**config.mk**
```make
export PLATFORM = sky130hd
export DESIGN_NAME = bks_ctrl
export DESIGN_NICKNAME = d
export VERILOG_FILES = /design/src/sv/bks_pkg.sv /design/src/sv/bks_ctrl.sv
export SDC_FILE = /design/constraint.sdc
export NUM_CORES = 1
export LEC_CHECK = 0
export ABC_AREA = 0
export BUFFER_PORTS_ARGS = -buffer_cell sky130_fd_sc_hd__buf_2
export CAP_MARGIN = 20
export CORE_MARGIN = 1
export CORE_UTILIZATION = 44
export DETAILED_ROUTE_END_ITERATION = 16
export PLACE_DENSITY = 0.78
export SYNTH_ARGS = -nofsm -noshare
export SYNTH_HDL_FRONTEND = slang
export SYNTH_SLANG_ARGS = --single-unit
```
**constraint.sdc**
```tcl
create_clock -name clk -period 1.6 [get_ports clk]
set_input_delay 0 -clock clk [delete_from_list [all_inputs] [get_ports clk]]
set_output_delay 0 -clock clk [all_outputs]
set_load 0.03 [all_outputs]
```
**src/sv/bks_pkg.sv**
```systemverilog
`default_nettype none

package bks_pkg;

    localparam int CAPACITY = 1024;
    localparam int IDX_W = $clog2(CAPACITY);
    localparam int CNT_W = $clog2(CAPACITY + 1);
    localparam int IN_W = 160;
    localparam int IN_USER_W = 2;
    localparam int OUT_W = 192;

    localparam logic [63:0] MIX_C0 = 64'h9e37_79b9_7f4a_7c15;
    localparam logic [63:0] MIX_C1 = 64'hbf58_476d_1ce4_e5b9;
    localparam logic [63:0] MIX_C2 = 64'h94d0_49bb_1331_11eb;

    localparam logic [10:0] LIMIT_RESET = 11'd1024;
    localparam logic [63:0] SEED_RESET = 64'd42;

    localparam logic CFG_SAMPLE_LIMIT = 1'b0;
    localparam logic CFG_HASH_SEED = 1'b1;

    localparam logic CMD_OFFER = 1'b0;
    localparam logic CMD_READ = 1'b1;

    typedef struct packed {
        logic [63:0] key;
        logic [31:0] query;
        logic [31:0] current;
        logic [31:0] neighbor;
        logic [16:0] progress;
    } entry_t;

    typedef enum logic [2:0] {
        RSEL_PARENT,
        RSEL_LEFT,
        RSEL_RIGHT,
        RSEL_ROOT,
        RSEL_SLOT
    } rsel_t;

    typedef enum logic [1:0] {
        WSEL_NEW,
        WSEL_RDQ,
        WSEL_PICK
    } wsel_t;

    typedef struct packed {
        logic  load;
        logic  hash_start;
        logic  hole_from_fill;
        logic  hole_to_root;
        logic  hole_to_parent;
        logic  hole_to_pick;
        logic  rd_en;
        rsel_t rsel;
        logic  we;
        wsel_t wsel;
        logic  pick_left;
        logic  pick_right;
        logic  fill_inc;
        logic  set_taken;
        logic  capture_read;
        logic  out_load;
    } cmd_t;

    typedef struct packed {
        logic is_read;
        logic geo;
        logic lim_zero;
        logic fill_lt_lim;
        logic hash_done;
        logic hole_zero;
        logic rd_lt_key;
        logic key_lt_rd;
        logic left_ge_fill;
        logic right_lt_fill;
        logic pick_lt_rd;
        logic key_lt_pick;
        logic slot_lt_fill;
        logic out_free;
    } sts_t;

endpackage

`default_nettype wire

```
**src/sv/bks_ctrl.sv**
```systemverilog
`default_nettype none

module bks_ctrl
    import bks_pkg::*;
(
    input  wire logic clk,
    input  wire logic rst_n,
    input  wire logic s_tvalid,
    output logic      s_tready,
    input  wire sts_t sts,
    output cmd_t      cmd
);

    typedef enum logic [3:0] {
        S_IDLE,
        S_HASH_GO,
        S_HASH_WAIT,
        S_INS_CHECK,
        S_INS_WAIT,
        S_INS_NEW,
        S_TOP_WAIT,
        S_REP_CHECK,
        S_REP_LEFT,
        S_REP_RIGHT,
        S_REP_CMP,
        S_REP_NEW,
        S_RD_REQ,
        S_RD_WAIT,
        S_OUT
    } state_t;

    state_t state_reg, state_next;

    always_comb
    begin
        cmd = '0;
        cmd.rsel = RSEL_PARENT;
        cmd.wsel = WSEL_NEW;
        state_next = state_reg;
        s_tready = (state_reg == S_IDLE);
        unique case (state_reg)
            S_IDLE:
                if (s_tvalid)
                begin
                    cmd.load = 1'b1;
                    state_next = S_HASH_GO;
                end
            S_HASH_GO:
                if (sts.is_read)
                    state_next = S_RD_REQ;
                else
                begin
                    cmd.hash_start = 1'b1;
                    state_next = S_HASH_WAIT;
                end
            S_HASH_WAIT:
                if (sts.hash_done)
                begin
                    priority if (!sts.geo || sts.lim_zero)
                        state_next = S_OUT;
                    else if (sts.fill_lt_lim)
                    begin
                        cmd.hole_from_fill = 1'b1;
                        state_next = S_INS_CHECK;
                    end
                    else
                    begin
                        cmd.rd_en = 1'b1;
                        cmd.rsel = RSEL_ROOT;
                        state_next = S_TOP_WAIT;
                    end
                end
            S_INS_CHECK:
                if (sts.hole_zero)
                    state_next = S_INS_NEW;
                else
                begin
                    cmd.rd_en = 1'b1;
                    cmd.rsel = RSEL_PARENT;
                    state_next = S_INS_WAIT;
                end
            S_INS_WAIT:
                if (sts.rd_lt_key)
                begin
                    cmd.we = 1'b1;
                    cmd.wsel = WSEL_RDQ;
                    cmd.hole_to_parent = 1'b1;
                    state_next = S_INS_CHECK;
                end
                else
                    state_next = S_INS_NEW;
            S_INS_NEW:
            begin
                cmd.we = 1'b1;
                cmd.fill_inc = 1'b1;
                cmd.set_taken = 1'b1;
                state_next = S_OUT;
            end
            S_TOP_WAIT:
                if (sts.key_lt_rd)
                begin
                    cmd.hole_to_root = 1'b1;
                    state_next = S_REP_CHECK;
                end
                else
                    state_next = S_OUT;
            S_REP_CHECK:
                if (sts.left_ge_fill)
                    state_next = S_REP_NEW;
                else
                begin
                    cmd.rd_en = 1'b1;
                    cmd.rsel = RSEL_LEFT;
                    state_next = S_REP_LEFT;
                end
            S_REP_LEFT:
            begin
                cmd.pick_left = 1'b1;
                if (sts.right_lt_fill)
                begin
                    cmd.rd_en = 1'b1;
                    cmd.rsel = RSEL_RIGHT;
                    state_next = S_REP_RIGHT;
                end
                else
                    state_next = S_REP_CMP;
            end
            S_REP_RIGHT:
            begin
                cmd.pick_right = sts.pick_lt_rd;
                state_next = S_REP_CMP;
            end
            S_REP_CMP:
                if (sts.key_lt_pick)
                begin
                    cmd.we = 1'b1;
                    cmd.wsel = WSEL_PICK;
                    cmd.hole_to_pick = 1'b1;
                    state_next = S_REP_CHECK;
                end
                else
                    state_next = S_REP_NEW;
            S_REP_NEW:
            begin
                cmd.we = 1'b1;
                cmd.set_taken = 1'b1;
                state_next = S_OUT;
            end
            S_RD_REQ:
                if (sts.slot_lt_fill)
                begin
                    cmd.rd_en = 1'b1;
                    cmd.rsel = RSEL_SLOT;
                    state_next = S_RD_WAIT;
                end
                else
                    state_next = S_OUT;
            S_RD_WAIT:
            begin
                cmd.capture_read = 1'b1;
                state_next = S_OUT;
            end
            S_OUT:
                if (sts.out_free)
                begin
                    cmd.out_load = 1'b1;
                    state_next = S_IDLE;
                end
            default:
                state_next = S_IDLE;
        endcase
    end

    always_ff @(posedge clk or negedge rst_n)
    begin
        if (!rst_n)
            state_reg <= S_IDLE;
        else
            state_reg <= state_next;
    end

endmodule

`default_nettype wire

```
==> run metrics <==
I/O Buffers=36; routed len/inst=14.32 um; CTS Root Cell=clkbuf_4; # IOs=37; Fillers=116; final hold slack=0.02819 ns; ys async rst share=100.0%; Crit Path Class=register to primary output; total number of vias=1033; met2 wire len=1.089 mm; minimum clock period=1.563 ns; total track usage=27.38%; vias per std cell=6.076; sequential area share after synthesis=13.96%; synthesized area=716.9 um2; Max Cap Viol=0; Netlist cell types=43; Clock Sinks=4; Synth top area share=13.96%; hpwl dp=1.733 mm; H-tree levels=1; Final period util=97.71%; Commonest cells post-synth=17 x nor2_1, 9 x nand2b_1, 7 x nand2_1; Slew headroom=78.96%; core area=1506 um2; internal power=1.006 mW; Sw Ratio=53.92%; Worst Path Arrival=1.56 ns; EDFF count, synth=0; worst clock skew=0.008082 ns; reg-to-reg slack, setup=0.16 ns; ANT cells=0; fmax=639.6 MHz; largest net degree at the start of global routing=15; die height=42.37 um; P per Cell Area=2129 nW/um2; Clock transition at path regs=0.05 ns; Total Nets Final=173; biggest area consumer among synthesized cells=dfrtp_1; Die X=42.37 um; metal1 wirelength=980 um; worst hold path type=primary input to register; part of the power in the clock network=6.5%; RR Endpoint=state_reg[2]; final hold violations=0; top-count cell post-synth=nor2_1; CP Capture Type=primary output; final wirelength=2.434 mm; post-route cell area=1026 um2; Final Setup Violations=0; Yosys Warn Count=0; Pins Over Slew Limit=0; HP Start=sts[0]; top cells by area, synth=dfrtp_1 14%, nor2_1 8.9%, nand2b_1 7.9%; cts bufs inserted=3; worst hold stages=2; WL met3=318 um; leakage power=0.5082 nW; vias in the first global route=849; area grow syn2layout=43.11%; hold endpoint=state_reg[3]; clk_lat worst skew=0.25 ns; TritonCTS clock tree=built; Detail Route Antenna Nets=0; Largest register FFs=4; Core Rows=14; Syn Nets=125; top layer in use=met4; Least-Margin Pin Slew=0.3149 ns; worst path required time=1.60 ns; Clock Tree Buf Depth=2; CP startpoint kind=register; initial antenna violation count=0; status=finished, final reports clean; gr ovfl total=0; synthesized area per cell=6.638 um2; residual DRC count=0; drt pass-1 iters=4; Yosys reg bits=4; Worst R2R Path Depth=5; Logic pwr share=79.6%; Gate Count Post-Synth=108; RePlAce Congestion=0.9935; DIE AREA=1795 um2; Post-DP Area=930.9 um2; Synth Flop Type=dfrtp_1; Psw=1.178 mW; Crit Reg-Reg Startpoint=state_reg[1]; sequential power share=13.9%; RSZ-0062 raised after global routing=yes; share of post-route cells with drive strength above 1=42.21%; Initial Util=47.59%; VDD IR max=1.088 mV; DRT iter0 DRCs=63; global-route wire length before repair=3.864 mm; critical path peak fanout=10
layer usage:
metal	vias up	track usage [%]
li1	482	-
met1	460	38.36
met2	84	43.69
met3	7	3.448
met4	0	8.125
met5	-	0
cell usage in the layout, fill, tap and decap left out, types with 2 or more instances in the layout:
| cell type | n |
|---|---|
| nand3_1 | 2 |
| dfrtp_2 | 4 |
| and3_1 | 2 |
| nor2_1 | 17 |
| nand2_1 | 7 |
| nand2b_1 | 9 |
| buf_2 | 32 |
| nor3_1 | 4 |
| o22ai_1 | 3 |
| inv_1 | 5 |
| o21ai_0 | 5 |
| nor3b_1 | 2 |
| a21oi_1 | 5 |
| buf_4 | 20 |
| nand4_1 | 2 |
| a22oi_1 | 2 |
| clkbuf_4 | 3 |
| o211ai_1 | 2 |
| nor2b_1 | 3 |
layout make-up:
| cell class | count | area [um2] | share of cell area, % |
|---|---|---|---|
| Clock buffer | 3 | 22.52 | 2.195 |
| Inverter | 6 | 22.52 | 2.195 |
| Multi-Input combinational cell | 88 | 535.5 | 52.20 |
| Sequential cell | 4 | 105.1 | 10.24 |
| Tap cell | 16 | 20.02 | 1.951 |
| Timing Repair Buffer | 53 | 320.3 | 31.22 |
kinds of logic after synthesis:
family / after synthesis / share of synthesized area, %
AO/OA/AOI/OAI: 31 / 30.54
XOR/XNOR: 1 / 1.222
buffers and inverters: 16 / 12.91
flip-flops: 4 / 13.96
multiplexers: 2 / 2.967
AND/OR/NAND/NOR: 54 / 38.39
power groups by stage:
stage	clock, mW	combinational (mW)	sequential, mW
detailed placement	0	1.53	0.307
finish	0.142	1.74	0.305
floorplan	0	1.25	0.192
global placement	0	1.52	0.302
CTS	0.138	1.54	0.317
global route	0.143	1.88	0.311
stage by stage:
stage	setup slack [ns]	setup TNS, ns	power, mW	std cells	utilization [%]
2_1_floorplan	0.02263	0	1.446	108	-
3_3_place_gp	0.1414	0	1.819	160	61.79
3_5_place_dp	0.1372	0	1.841	160	61.79
4_1_cts	0.001481	0	2.000	164	64.29
5_1_grt	-0.03645	-0.08215	2.336	170	68.11
6_report	0.03658	0	2.184	170	68.11
critical path, stage by stage, from the launching register on:
cell and delay [ns]:
dfrtp_2 0.49, nand2_1 0.16, or3_1 0.34, o21ai_2 0.07, nand2b_1 0.11, buf_4 0.15
worst max-delay path by stage:
stage,start,to,cells after the start
detailed placement,state_reg[2],state_reg[3],4
global placement,state_reg[2],state_reg[3],4
finish,state_reg[0],cmd[12],5
CTS,state_reg[3],cmd[12],5
floorplan,state_reg[0],cmd[10],4
global route,state_reg[0],cmd[12],5
repair_timing:
action / in CTS / in global routing
resized for setup: 4 / 6
endpoints found under the hold margin: 4 / 0
hold buffers: 1 / 0
setup buffers: 0 / 6
setup endpoints to repair: 5 / 5
pin swaps: 0 / 1
No activity file was read; power rests on OpenSTA's default activity.
